$ cat config.mk
export PLATFORM = sky130hd
export DESIGN_NAME = button_debounce_hold_repeat
export DESIGN_NICKNAME = d
export VERILOG_FILES = /design/src/sv/dbhr_pkg.sv /design/src/sv/dbhr_lane.sv /design/src/sv/button_debounce_hold_repeat.sv
export SDC_FILE = /design/constraint.sdc
export NUM_CORES = 1
export LEC_CHECK = 0
export BUFFER_PORTS_ARGS = -buffer_cell sky130_fd_sc_hd__buf_2
export CAP_MARGIN = 20
export CELL_PAD_IN_SITES_DETAIL_PLACEMENT = 0
export CELL_PAD_IN_SITES_GLOBAL_PLACEMENT = 1
export CORE_MARGIN = 5
export CORE_UTILIZATION = 31
export CTS_CLUSTER_SIZE = 16
export DETAILED_ROUTE_END_ITERATION = 6
export PLACE_DENSITY = 0.56
export SYNTH_ARGS = -nofsm -noshare
export SYNTH_HDL_FRONTEND = slang
export SYNTH_HIERARCHICAL = 1
export SYNTH_SLANG_ARGS = --single-unit
$ cat constraint.sdc
create_clock -name clk -period 4.2 [get_ports clk]
set_input_delay 0.84 -clock clk [delete_from_list [all_inputs] [get_ports clk]]
set_output_delay 0.84 -clock clk [all_outputs]
set_load 0.02 [all_outputs]
$ cat src/sv/dbhr_pkg.sv
// Package of shared types and constants for the button debounce, hold and repeat block.
package dbhr_pkg;

  // Width of the hold threshold and repeat period registers and of the counters.
  localparam int unsigned CNT_W = 16;

  // Reset values of the two configuration registers.
  localparam logic [CNT_W-1:0] HOLD_RESET   = 16'd300;
  localparam logic [CNT_W-1:0] PERIOD_RESET = 16'd100;

  // Width of the configuration register index.
  localparam int unsigned CFG_IDX_W = 1;

  // Configuration register indexes.
  localparam logic [CFG_IDX_W-1:0] CFG_HOLD_THRESHOLD = 1'b0;
  localparam logic [CFG_IDX_W-1:0] CFG_REPEAT_PERIOD  = 1'b1;

  // Operation codes carried by an input beat.
  typedef enum logic [0:0] {
    OP_TICK = 1'b0,
    OP_ACK  = 1'b1
  } op_t;

  // Control from the top level to one button lane for the current beat.
  typedef struct packed {
    logic tick;
    logic ack;
  } lane_ctl_t;

  // What one lane reports for the beat: state after the beat and the acknowledge hit.
  typedef struct packed {
    logic pressed;
    logic long_hold;
    logic hit;
  } lane_res_t;

endpackage

$ cat src/sv/dbhr_lane.sv
// One button lane: two-sample debounce, hold counter with long flag, repeat counter with flag.
module dbhr_lane
  import dbhr_pkg::*;
(
  input  logic             clk,
  input  logic             rst_n,
  input  lane_ctl_t        ctl,
  input  logic             pin,
  input  logic [CNT_W-1:0] hold_threshold,
  input  logic [CNT_W-1:0] repeat_period,
  output lane_res_t        res
);

  logic             newest_r, newest_nxt;
  logic             older_r, older_nxt;
  logic             stable_r, stable_nxt;
  logic [CNT_W-1:0] hold_cnt_r, hold_cnt_nxt;
  logic [CNT_W-1:0] rep_cnt_r, rep_cnt_nxt;
  logic             long_r, long_nxt;
  logic             rep_flag_r, rep_flag_nxt;
  logic             hit;

  // Next state for a tick or an acknowledge aimed at this lane.
  always_comb begin
    newest_nxt   = newest_r;
    older_nxt    = older_r;
    stable_nxt   = stable_r;
    hold_cnt_nxt = hold_cnt_r;
    rep_cnt_nxt  = rep_cnt_r;
    long_nxt     = long_r;
    rep_flag_nxt = rep_flag_r;
    hit          = 1'b0;
    if (ctl.tick) begin
      // Shift the sample pair; the stable level follows once both samples agree.
      older_nxt  = newest_r;
      newest_nxt = pin;
      if (pin == newest_r) begin
        stable_nxt = pin;
      end
      if (!stable_nxt) begin
        if (hold_cnt_r < hold_threshold) begin
          hold_cnt_nxt = hold_cnt_r + 1'b1;
        end else begin
          long_nxt = 1'b1;
          if (rep_cnt_r < repeat_period) begin
            rep_cnt_nxt = rep_cnt_r + 1'b1;
          end else begin
            rep_flag_nxt = 1'b1;
          end
        end
      end else begin
        hold_cnt_nxt = '0;
        long_nxt     = 1'b0;
      end
    end else if (ctl.ack && rep_flag_r) begin
      // Acknowledge of a set flag clears the flag and restarts the repeat count.
      rep_flag_nxt = 1'b0;
      rep_cnt_nxt  = '0;
      hit          = 1'b1;
    end
  end

  // Lane state registers; released pins reset to one.
  always_ff @(posedge clk) begin
    if (!rst_n) begin
      newest_r   <= 1'b1;
      older_r    <= 1'b1;
      stable_r   <= 1'b1;
      hold_cnt_r <= '0;
      rep_cnt_r  <= PERIOD_RESET;
      long_r     <= 1'b0;
      rep_flag_r <= 1'b0;
    end else begin
      newest_r   <= newest_nxt;
      older_r    <= older_nxt;
      stable_r   <= stable_nxt;
      hold_cnt_r <= hold_cnt_nxt;
      rep_cnt_r  <= rep_cnt_nxt;
      long_r     <= long_nxt;
      rep_flag_r <= rep_flag_nxt;
    end
  end

  // The report shows the state after the beat.
  assign res.pressed   = ~stable_nxt;
  assign res.long_hold = long_nxt;
  assign res.hit       = hit;

endmodule

$ cat src/sv/button_debounce_hold_repeat.sv
// Top level: configuration registers, one lane per button, merge stage and output register.
//
//   channel | ports                                             | direction
//   --------+---------------------------------------------------+----------
//   input   | in_valid, in_stall, in_operation, in_raw_levels,  | in
//           | in_button_index                                   |
//   result  | out_valid, out_stall, out_pressed_bits,           | out
//           | out_long_hold_bits, out_repeat_hit, out_status    |
//   config  | cfg_wr_en, cfg_index, cfg_wr_data                 | in
//
// The button lanes update in parallel in the cycle of
// acceptance and the merged result is loaded into the output register at that edge.
// One beat is accepted per cycle while the output register is empty or being taken.
// in_stall is high only while a result waits in the output register under out_stall.
// Synchronous reset releases all buttons, clears hold counts and flags, loads the repeat
// counts with PERIOD_RESET and loads the register defaults; no clearing pass is needed.
module button_debounce_hold_repeat
  import dbhr_pkg::*;
#(
  parameter int unsigned NUM_BUTTONS = 3
) (
  input  logic                                 clk,
  input  logic                                 rst_n,
  input  logic                                 in_valid,
  output logic                                 in_stall,
  input  logic                                 in_operation,
  input  logic [NUM_BUTTONS-1:0]               in_raw_levels,
  input  logic [$clog2(NUM_BUTTONS+1)-1:0]     in_button_index,
  output logic                                 out_valid,
  input  logic                                 out_stall,
  output logic [NUM_BUTTONS-1:0]               out_pressed_bits,
  output logic [NUM_BUTTONS-1:0]               out_long_hold_bits,
  output logic                                 out_repeat_hit,
  output logic                                 out_status,
  input  logic                                 cfg_wr_en,
  input  logic [CFG_IDX_W-1:0]                 cfg_index,
  input  logic [CNT_W-1:0]                     cfg_wr_data
);

  localparam int unsigned IDX_W = $clog2(NUM_BUTTONS + 1);

  logic [CNT_W-1:0]       hold_threshold_r;
  logic [CNT_W-1:0]       repeat_period_r;
  logic                   in_accept;
  logic                   is_tick;
  logic                   is_ack;
  logic                   idx_bad;
  lane_ctl_t              lane_ctl [NUM_BUTTONS];
  lane_res_t              lane_res [NUM_BUTTONS];
  logic [NUM_BUTTONS-1:0] pressed_mrg;
  logic [NUM_BUTTONS-1:0] long_mrg;
  logic [NUM_BUTTONS-1:0] hit_mrg;

  logic                   out_valid_r, out_valid_nxt;
  logic [NUM_BUTTONS-1:0] pressed_r;
  logic [NUM_BUTTONS-1:0] long_r;
  logic                   hit_r;
  logic                   status_r;

  // Configuration register writes.
  always_ff @(posedge clk) begin
    if (!rst_n) begin
      hold_threshold_r <= HOLD_RESET;
      repeat_period_r  <= PERIOD_RESET;
    end else if (cfg_wr_en) begin
      unique case (cfg_index)
        CFG_HOLD_THRESHOLD: hold_threshold_r <= cfg_wr_data;
        CFG_REPEAT_PERIOD:  repeat_period_r  <= cfg_wr_data;
        default: ;
      endcase
    end
  end

  // Input handshake and beat decode.
  assign in_stall  = out_valid_r & out_stall;
  assign in_accept = in_valid & ~in_stall;
  assign is_tick   = in_accept & (in_operation == OP_TICK);
  assign is_ack    = in_accept & (in_operation == OP_ACK);
  assign idx_bad   = in_button_index >= IDX_W'(NUM_BUTTONS);

  // One lane per button.
  for (genvar b = 0; b < NUM_BUTTONS; b++) begin : g_lane
    assign lane_ctl[b].tick = is_tick;
    assign lane_ctl[b].ack  = is_ack & (in_button_index == IDX_W'(b));

    dbhr_lane u_lane (
      .clk            (clk),
      .rst_n          (rst_n),
      .ctl            (lane_ctl[b]),
      .pin            (in_raw_levels[b]),
      .hold_threshold (hold_threshold_r),
      .repeat_period  (repeat_period_r),
      .res            (lane_res[b])
    );

    assign pressed_mrg[b] = lane_res[b].pressed;
    assign long_mrg[b]    = lane_res[b].long_hold;
    assign hit_mrg[b]     = lane_res[b].hit;
  end

  // Output register valid: loads on an accepted beat, empties when taken.
  always_comb begin
    out_valid_nxt = out_valid_r;
    if (in_accept) begin
      out_valid_nxt = 1'b1;
    end else if (!out_stall) begin
      out_valid_nxt = 1'b0;
    end
  end

  always_ff @(posedge clk) begin
    if (!rst_n) begin
      out_valid_r <= 1'b0;
    end else begin
      out_valid_r <= out_valid_nxt;
    end
  end

  // Merge stage: gather the lane reports into the result beat.
  always_ff @(posedge clk) begin
    if (in_accept) begin
      pressed_r <= pressed_mrg;
      long_r    <= long_mrg;
      hit_r     <= |hit_mrg;
      status_r  <= (in_operation == OP_ACK) & idx_bad;
    end
  end

  assign out_valid          = out_valid_r;
  assign out_pressed_bits   = pressed_r;
  assign out_long_hold_bits = long_r;
  assign out_repeat_hit     = hit_r;
  assign out_status         = status_r;

endmodule
==> flow_metrics.py, run 1 <==
metrics = {
    "status": {
        "outcome": "completed",
    },
    "global_route": {
        "grt_use_total": 0.1708,
        "grt_pass1_wl_um": 45520,
        "grt_max_degree": 39,
        "grt_pass1_vias": 7830,
        "grt_overflow": 0,
        "antenna_found_initial": 0,
    },
    "floorplanning": {
        "core_um2": 30510,
        "initial_core_util": 0.3138,
        "die_h_um": 185.7,
        "num_rows": 64,
        "dieArea_um2": 34500,
        "die_w_um": 185.7,
        "boundaryPins": 38,
    },
    "hold_path": {
        "hold_path_startpoint": "g_lane[1].u_lane/newest_r$_SDFFE_PN1P_",
        "hold_end": "g_lane[1].u_lane/newest_r$_SDFFE_PN1P_",
        "hold_class": "reg2reg",
        "min_delay_path_depth": 2,
    },
    "setup_path": {
        "crit_path_end_kind": "register",
        "arrival_ns": 3.42,
        "crit_start": "hold_threshold_r[11]$_SDFFE_PN0P_",
        "rrSetupSlack_ns": 1.06,
        "path_class": "reg2reg",
        "worstReg2RegEnd": "g_lane[0].u_lane/rep_cnt_r[15]$_SDFFE_PN0P_",
        "r2r_cells": 8,
        "r2r_start": "hold_threshold_r[11]$_SDFFE_PN0P_",
        "path_max_fanout": 5,
        "cp-start-kind": "register",
        "required_ns": 4.49,
    },
    "cts": {
        "numCtsBuffers": 17,
        "post_cts_resized": 0,
        "clk_path_buf_depth": 2,
        "clkLatencyLatePin_ns": 0.44,
        "postCtsSetupBuffers": 0,
        "cts_max_level": 4,
        "holdBufCountCts": 0,
        "clkTransAtPathRegs_ns": 0.06,
        "cts-root-buf": "clkbuf_16",
        "cts_sinks": 149,
        "cts_tree": "built",
    },
    "timing": {
        "drv_slew": 0,
        "rsz0062_at_grt": "no",
        "setup_viol": 0,
        "tightest_slew_ns": 0.9622,
        "skew_ns": 0.009975,
        "layout_min_cycle_time_ns": 3.136,
        "fmax_mhz": 318.9,
        "fin_tns_setup_ns": 0,
        "hold_viol_final": 0,
        "slew_headroom": 0.3585,
        "fin_crit_sh": 0.7467,
    },
    "power_and_ir_drop": {
        "power_frac_seq": 0.439,
        "clkPwrFrac": 0.466,
        "intPower_mw": 2.517,
        "power.density_nw_per_um2": 320.4,
        "p_leak_nw": 4.342,
        "pwr-share-comb": 0.095,
        "ir_worst_vdd_mv": 0.3053,
        "swShare": 0.2611,
        "switchingPower_uw": 889.1,
    },
    "final_layout": {
        "drive_above_1_share": 0.08766,
        "multi_input_area_um2": 5723,
        "nets": 1286,
        "ff_latch_area_um2": 3063,
        "antenna_cells": 0,
        "postLayoutCellArea_um2": 10630,
        "fillers": 3175,
        "syn_to_final_growth_pct": 11.06,
    },
    "route": {
        "num_vias": 8351,
        "dr.pass1.iters": 5,
        "dr.first_iter.drc_count": 564,
        "drc": 0,
        "via_per_inst": 5.316,
        "wl_per_cell_um": 18.38,
        "ant_nets": 0,
        "wl_um": 28870,
    },
    "synth": {
        "syn_area_per_cell_um2": 8.361,
        "yosysMostFrequentCell": "dfxtp_1",
        "synth_area_um2": 9573,
        "yosys-top-cells-area": "dfxtp_1 29%, ha_1 13%, inv_1 4.9%",
        "synth_edf_count": 8,
        "synth.largest_area_cell": "dfxtp_1",
        "ys_types": 55,
        "synthXorXnorAreaFrac": 0,
        "ys_dominant_reg_cell": "dfxtp_1",
        "postSynthCellCount": 1145,
        "async_reset_ff_frac": 0,
        "yosysWarnings": 6,
        "synth_top_area_share": 0.2949,
        "synth_mux_area_frac": 0.03699,
        "syn-num-nets": 1269,
        "synthAdderAreaFrac": 0.1286,
        "synth-compound-area-share": 0.2056,
        "ys_seq_area_frac": 0.3200,
        "synth_simple_gate_area_frac": 0.2264,
        "ys_top_cells_by_count": "141 x dfxtp_1, 125 x inv_1, 100 x nand2_1",
        "synth-seq-cells": 149,
        "synth_top_family_by_area": "simple AND/OR/NAND/NOR gates",
    },
    "placement": {
        "dpl_cell_area_um2": 10030,
        "portBuffers": 37,
        "post-dp-hpwl_um": 21300,
        "globalplace.congestion": 0.8286,
    },
    "job": {
        "maxCapViolations": 0,
    },
}
-- how the worst max path moves through the flow --
| stage | depth (start not counted) | end | slack, ns |
|---|---|---|---|
| 3_5_place_dp | 8 | g_lane[1].u_lane/hold_cnt_r[8]$_SDFFE_PN0P_ | 0.91 |
| 6_report | 8 | g_lane[0].u_lane/rep_cnt_r[15]$_SDFFE_PN0P_ | 1.06 |
| 2_1_floorplan | 8 | g_lane[0].u_lane/rep_cnt_r[2]$_SDFFE_PN1P_ | 0.83 |
| 5_1_grt | 8 | g_lane[1].u_lane/hold_cnt_r[4]$_SDFFE_PN0P_ | 0.78 |
| 4_1_cts | 8 | g_lane[0].u_lane/rep_cnt_r[15]$_SDFFE_PN0P_ | 1.04 |
| 3_3_place_gp | 8 | g_lane[1].u_lane/hold_cnt_r[13]$_SDFFE_PN0P_ | 0.95 |
-- final cells by class --
type | count | area share
clock buffers | 23 | 0.04684
repair buffers | 47 | 0.02566
clock inverters | 9 | 0.009297
flip-flops and latches | 149 | 0.2881
well taps | 396 | 0.04660
multi-input cells | 819 | 0.5383
inverters | 128 | 0.04519
-- sequential cells by signal, summed over array words and instances, names as in the netlist, 16 cells and up --
register and cells:
repeat_period_r 16, g_lane.u_lane/rep_cnt_r 48, hold_threshold_r 16, g_lane.u_lane/hold_cnt_r 48
-- metal layers --
| layer | global-route usage | up-vias | part of all wire |
|---|---|---|---|
| met5 | 0 | - | 0 |
| met3 | 0.03146 | 34 | 0.026 |
| met4 | 0.04897 | 0 | 0.018 |
| met2 | 0.2679 | 104 | 0.45 |
| met1 | 0.2403 | 3973 | 0.50 |
| li1 | - | 4240 | - |
-- cell families after synthesis --
kind of cell,Yosys count
simple gates,404
compound gates,281
buf+inv,177
flops,149
fa+ha+maj,99
mux,35
-- cells in the final DEF (no fill, tap or decap), types with 25 or more instances in the layout --
cell / instances
mux2i_1: 32
nand2_1: 100
ha_1: 96
o21ai_0: 41
and3_1: 25
nand3_1: 57
buf_2: 37
inv_1: 125
a21oi_1: 72
dfxtp_1: 141
or4_1: 33
o31ai_1: 36
nor2_1: 54
nand4_1: 38
-- critical path, cell delays in order, from the launching register on --
cell	delay [ns]
dfxtp_1	0.50
inv_1	0.09
ha_1	0.32
nand4_1	0.15
a211o_1	0.29
o32ai_1	0.46
o21bai_1	0.29
o21ai_0	0.71
a31oi_1	0.17
-- metrics by stage --
| step | hold slack (ns) | total power, mW | setup slack (ns) | util | instances |
|---|---|---|---|---|---|
| floorplan | 0.4426 | 1.739 | 0.8344 | - | 1145 |
| global placement | 0.4581 | 1.853 | 0.9507 | 0.3289 | 1539 |
| detailed placement | 0.4624 | 1.853 | 0.9090 | 0.3289 | 1539 |
| CTS | 0.4805 | 3.459 | 1.042 | 0.3485 | 1571 |
| global route | 0.5058 | 3.550 | 0.7821 | 0.3485 | 1571 |
| finish | 0.4801 | 3.406 | 1.064 | 0.3485 | 1571 |
-- power by group through the flow --
stage	registers [mW]	logic [mW]	clock network (mW)
after CTS	1.50	0.328	1.64
after global routing	1.50	0.363	1.69
after detailed placement	1.53	0.326	0
final	1.49	0.324	1.59
after global placement	1.53	0.326	0
after floorplan	1.51	0.231	0
No activity file was read; power rests on OpenSTA's default activity.
==> run 2, diff against run 1 <==
- ABC_AREA: not set -> 1
- PLACE_DENSITY: 0.56 -> 0.61
- clock period: 4.2 -> 2.6 ns (I/O delays scaled with it)
==> flow_metrics.py, run 2 <==
metrics = {
    "status": {
        "outcome": "completed",
    },
    "synth": {
        "ys_dominant_reg_cell": "dfxtp_1",
        "ys_top_cells_by_count": "340 x nand2_1, 233 x nor2_1, 189 x inv_1",
        "yosysWarnings": 6,
        "synth.largest_area_cell": "dfxtp_1",
        "synth_area_um2": 10820,
        "yosys-top-cells-area": "dfxtp_1 26%, nand2_1 12%, ha_1 11%",
        "synth_top_area_share": 0.2609,
        "syn-num-nets": 1712,
        "syn_area_per_cell_um2": 6.812,
        "ys_seq_area_frac": 0.2831,
        "synth-seq-cells": 149,
        "yosysMostFrequentCell": "nand2_1",
        "ys_types": 38,
        "synth_edf_count": 8,
        "async_reset_ff_frac": 0,
        "postSynthCellCount": 1588,
    },
    "cts": {
        "cts_sinks": 149,
        "postCtsSetupBuffers": 0,
        "clk_path_buf_depth": 2,
        "clkLatencyLatePin_ns": 0.45,
        "cts-root-buf": "clkbuf_16",
        "cts_max_level": 4,
        "clkTransAtPathRegs_ns": 0.06,
        "holdBufCountCts": 0,
        "cts_tree": "built",
        "post_cts_resized": 0,
        "numCtsBuffers": 17,
    },
    "route": {
        "ant_nets": 0,
        "dr.first_iter.drc_count": 554,
        "dr.pass1.iters": 4,
        "wl_per_cell_um": 15.35,
        "dr_wl_met2_um": 15070,
        "num_vias": 9805,
        "highest_layer": "met4",
        "drc": 0,
        "dr_wl_met3_um": 641,
        "drt-met1-wl_um": 15870,
        "via_per_inst": 4.680,
        "wl_um": 32170,
    },
    "final_layout": {
        "postLayoutCellArea_um2": 12070,
        "nets": 1751,
        "final_common_cell": "nand2_1",
        "antenna_cells": 0,
        "reg_top3": "g_lane.u_lane/hold_cnt_r x48, g_lane.u_lane/rep_cnt_r x48",
        "final_util": 0.3504,
        "drive_above_1_share": 0.1262,
        "fillers": 3829,
        "final_cell_mix": "340 x nand2_1, 232 x nor2_1, 189 x inv_1",
        "syn_to_final_growth_pct": 11.60,
    },
    "global_route": {
        "grt_pass1_wl_um": 51690,
        "grt_pass1_vias": 9379,
        "grt_overflow": 0,
        "grt_use_total": 0.1678,
        "antenna_found_initial": 0,
        "grt_max_degree": 27,
    },
    "timing": {
        "drv_slew": 0,
        "layout_min_cycle_time_ns": 2.245,
        "fin_crit_sh": 0.8633,
        "skew_ns": 0.02002,
        "fmax_mhz": 445.5,
        "fin_tns_setup_ns": 0,
        "timing.hold.ws_ns": 0.3272,
        "hold_viol_final": 0,
        "slew_headroom": 0.3542,
        "tightest_slew_ns": 0.9676,
        "setup_viol": 0,
        "rsz0062_at_grt": "no",
    },
    "placement": {
        "portBuffers": 37,
        "dpl_cell_area_um2": 11460,
        "globalplace.congestion": 0.8352,
        "post-dp-hpwl_um": 24600,
    },
    "hold_path": {
        "hold_class": "in2reg",
    },
    "setup_path": {
        "path_class": "reg2reg",
        "path_max_fanout": 18,
        "arrival_ns": 2.57,
        "crit_path_end_kind": "register",
        "cp-start-kind": "register",
        "rrSetupSlack_ns": 0.36,
        "required_ns": 2.93,
    },
    "power_and_ir_drop": {
        "ir_worst_vdd_mv": 0.4655,
        "p_total_mw": 5.745,
        "p_leak_nw": 5.203,
        "power.density_nw_per_um2": 475.9,
    },
    "floorplanning": {
        "num_rows": 68,
        "dieArea_um2": 38730,
        "boundaryPins": 38,
        "initial_core_util": 0.3139,
        "die_h_um": 196.8,
        "die_w_um": 196.8,
        "core_um2": 34460,
    },
    "job": {
        "maxCapViolations": 0,
    },
}
## run 2: area by class of cell
type / count / area [um^2] / share of cell area
inverter: 200 / 753.2 / 0.06239
multi-input combinational: 1191 / 6654 / 0.5511
timing repair buffer: 68 / 417.9 / 0.03462
tap: 455 / 569.3 / 0.04716
sequential: 149 / 3063 / 0.2537
clock inverter: 12 / 178.9 / 0.01482
clock buffer: 20 / 436.7 / 0.03617
## run 2: where the power goes
group / total [mW] / internal (mW) / switching (mW) / leakage (nW)
sequential: 2.43 / 2.36 / 0.0720 / 1.23
combinational: 0.642 / 0.202 / 0.440 / 3.69
clock: 2.67 / 1.61 / 1.06 / 0.291
## run 2: metal layers
| layer | track usage | up-vias |
|---|---|---|
| met5 | 0 | - |
| met4 | 0.04931 | 0 |
| met3 | 0.02205 | 27 |
| met2 | 0.2820 | 112 |
| met1 | 0.2258 | 4473 |
| li1 | - | 5193 |
## run 2: worst max-delay path, cell delays in order, from the launching register on
cell	delay [ns]
dfxtp_1	0.48
inv_1	0.08
ha_1	0.31
a21oi_1	0.14
nor2_1	0.06
nor3_1	0.14
nand2_1	0.12
a21oi_2	0.20
nand3_4	0.23
nand2_2	0.22
nand2_1	0.07
nand2_1	0.06
nor2_1	0.04
## run 2: logic make-up (layout without fill, tap and decap cells)
logic type	Yosys count	count (layout)	share of synthesized area
compound gates	185	185	0.1032
xor+xnor	66	66	0.05343
fa+ha+maj	96	96	0.1110
buf+inv	248	300	0.1025
flops	149	149	0.2831
simple gates	844	844	0.3468
## run 2: metrics by stage
step                      cells  setup slack, ns
after detailed placement   2063           0.2049
after CTS                  2095           0.3010
final                      2095           0.3555
after floorplan            1588           0.1559
after global routing       2095          0.02804
after global placement     2063           0.2444
## run 2: final timing paths
check / start / end / depth (start not counted)
setup / recovery: repeat_period_r[5]$_SDFFE_PN1P_ / g_lane[1].u_lane/rep_cnt_r[3]$_SDFFE_PN0P_ / 12
setup reg to reg: repeat_period_r[5]$_SDFFE_PN1P_ / g_lane[1].u_lane/rep_cnt_r[3]$_SDFFE_PN0P_ / 12
hold / removal: cfg_wr_data[6] / repeat_period_r[6]$_SDFFE_PN1P_ / 3
hold reg to reg: g_lane[2].u_lane/newest_r$_SDFFE_PN1P_ / g_lane[2].u_lane/newest_r$_SDFFE_PN1P_ / 2
==> run 3, diff against run 2 <==
- CTS_BUF_LIST: not set -> sky130_fd_sc_hd__clkbuf_4 sky130_fd_sc_hd__clkbuf_8
- CTS_CLUSTER_SIZE: 16 -> not set
==> flow_metrics.py, run 3 (synthesized netlist as in run 2, its figures left out) <==
metrics = {
    "status": {
        "outcome": "completed",
    },
    "placement": {
        "globalplace.congestion": 0.8352,
        "post-dp-hpwl_um": 24600,
        "portBuffers": 37,
    },
    "route": {
        "dr_wl_met3_um": 718,
        "drc": 0,
        "drt-met1-wl_um": 15760,
        "dr_wl_met2_um": 15020,
        "highest_layer": "met4",
        "num_vias": 9818,
        "dr.pass1.iters": 5,
        "dr.first_iter.drc_count": 478,
        "via_per_inst": 4.686,
        "ant_nets": 0,
        "wl_per_cell_um": 15.31,
        "wl_um": 32080,
    },
    "final_layout": {
        "final_common_cell": "nand2_1",
        "multi_input_area_um2": 6654,
        "fillers": 3857,
        "drive_above_1_share": 0.1280,
        "final_cell_mix": "340 x nand2_1, 232 x nor2_1, 189 x inv_1",
        "syn_to_final_growth_pct": 9.936,
        "reg_top3": "g_lane.u_lane/hold_cnt_r x48, g_lane.u_lane/rep_cnt_r x48",
        "nets": 1751,
        "final_util": 0.3451,
        "ff_latch_area_um2": 3063,
        "antenna_cells": 0,
    },
    "floorplanning": {
        "num_rows": 68,
        "die_h_um": 196.8,
        "dieArea_um2": 38730,
        "die_w_um": 196.8,
        "initial_core_util": 0.3139,
        "core_um2": 34460,
        "boundaryPins": 38,
    },
    "timing": {
        "timing.hold.ws_ns": 0.2898,
        "tightest_slew_ns": 0.9907,
        "layout_min_cycle_time_ns": 2.257,
        "fin_tns_setup_ns": 0,
        "slew_headroom": 0.3388,
        "rsz0062_at_grt": "no",
        "drv_slew": 0,
        "setup_viol": 0,
        "fin_crit_sh": 0.8681,
        "skew_ns": 0.01652,
        "hold_viol_final": 0,
        "fmax_mhz": 443.1,
    },
    "cts": {
        "cts_sinks": 149,
        "postCtsSetupBuffers": 0,
        "clk_path_buf_depth": 2,
        "numCtsBuffers": 17,
        "clkTransAtPathRegs_ns": 0.09,
        "clkLatencyLatePin_ns": 0.48,
        "holdBufCountCts": 0,
        "post_cts_resized": 0,
        "cts_max_level": 4,
        "cts_tree": "built",
        "cts-root-buf": "clkbuf_8",
    },
    "job": {
        "maxCapViolations": 0,
    },
    "global_route": {
        "grt_pass1_wl_um": 51690,
        "antenna_found_initial": 0,
        "grt_pass1_vias": 9363,
        "grt_use_total": 0.1676,
        "grt_max_degree": 27,
        "grt_overflow": 0,
    },
    "setup_path": {
        "crit_top_cell": "nand2_1",
        "cp-start-kind": "register",
        "slowest_stage": "dfxtp_1",
        "crit_path_end_kind": "register",
        "required_ns": 2.98,
        "arrival_ns": 2.64,
        "path_max_fanout": 18,
        "cpPeakStageDelay_ns": 0.48,
        "crit_chain": "inv_1 -> ha_1 -> a21oi_1 -> nor2_1 -> nor3_1 -> nand2_1 -> a21oi_2 -> nand3_4 -> nand2_2 -> nand2_1 -> nand2_1 -> nor2_1",
        "path_class": "reg2reg",
    },
    "hold_path": {
        "hold_class": "in2reg",
    },
    "power_and_ir_drop": {
        "p_total_mw": 5.128,
        "p_leak_nw": 5.126,
        "power.density_nw_per_um2": 431.2,
        "ir_worst_vdd_mv": 0.3302,
    },
}
## run 3: layout make-up
class                   instances  area share
clock buffers                  20     0.02157
clock inverters                12     0.01504
inverters                     200     0.06333
multi-input cells            1191      0.5595
flip-flops and latches        149      0.2575
well taps                     455     0.04787
repair buffers                 68     0.03514
## run 3: power by group
group	total, mW	leakage (nW)	switching (mW)	internal, mW
registers	2.43	1.23	0.0720	2.36
clock network	2.06	0.214	0.981	1.08
logic	0.641	3.69	0.438	0.202
## run 3: metal layers
metal,vias up,global-route usage
met5,-,0
met4,0,0.04700
met3,29,0.02256
met2,107,0.2815
met1,4485,0.2262
li1,5197,-
## run 3: critical path: cells and delay by family, from the launching register on
family	cells	cell delay [ns]
adders and majority gates	1	0.31
buffers and inverters	1	0.08
DFF	1	0.48
AOI/OAI and AO/OA	2	0.34
and+or+nand+nor	8	0.94
## run 3: metrics by stage
stage,std cells,worst slack [ns],cell area (um^2)
after CTS,2095,0.2918,11890
after detailed placement,2063,0.2049,11460
after global placement,2063,0.2444,11460
final,2095,0.3430,11890
after global routing,2095,0.02166,11890
after floorplan,1588,0.1559,10820
## run 3: final timing paths
| check | start | end | slack (ns) | depth (start not counted) |
|---|---|---|---|---|
| worst min register to register | g_lane[2].u_lane/newest_r$_SDFFE_PN1P_ | g_lane[2].u_lane/newest_r$_SDFFE_PN1P_ | 0.47 | 2 |
| worst max register to register | repeat_period_r[5]$_SDFFE_PN1P_ | g_lane[0].u_lane/rep_cnt_r[3]$_SDFFE_PN0P_ | 0.34 | 12 |
| worst min-delay path | cfg_wr_data[6] | repeat_period_r[6]$_SDFFE_PN1P_ | 0.29 | 3 |
| worst max-delay path | repeat_period_r[5]$_SDFFE_PN1P_ | g_lane[0].u_lane/rep_cnt_r[3]$_SDFFE_PN0P_ | 0.34 | 12 |
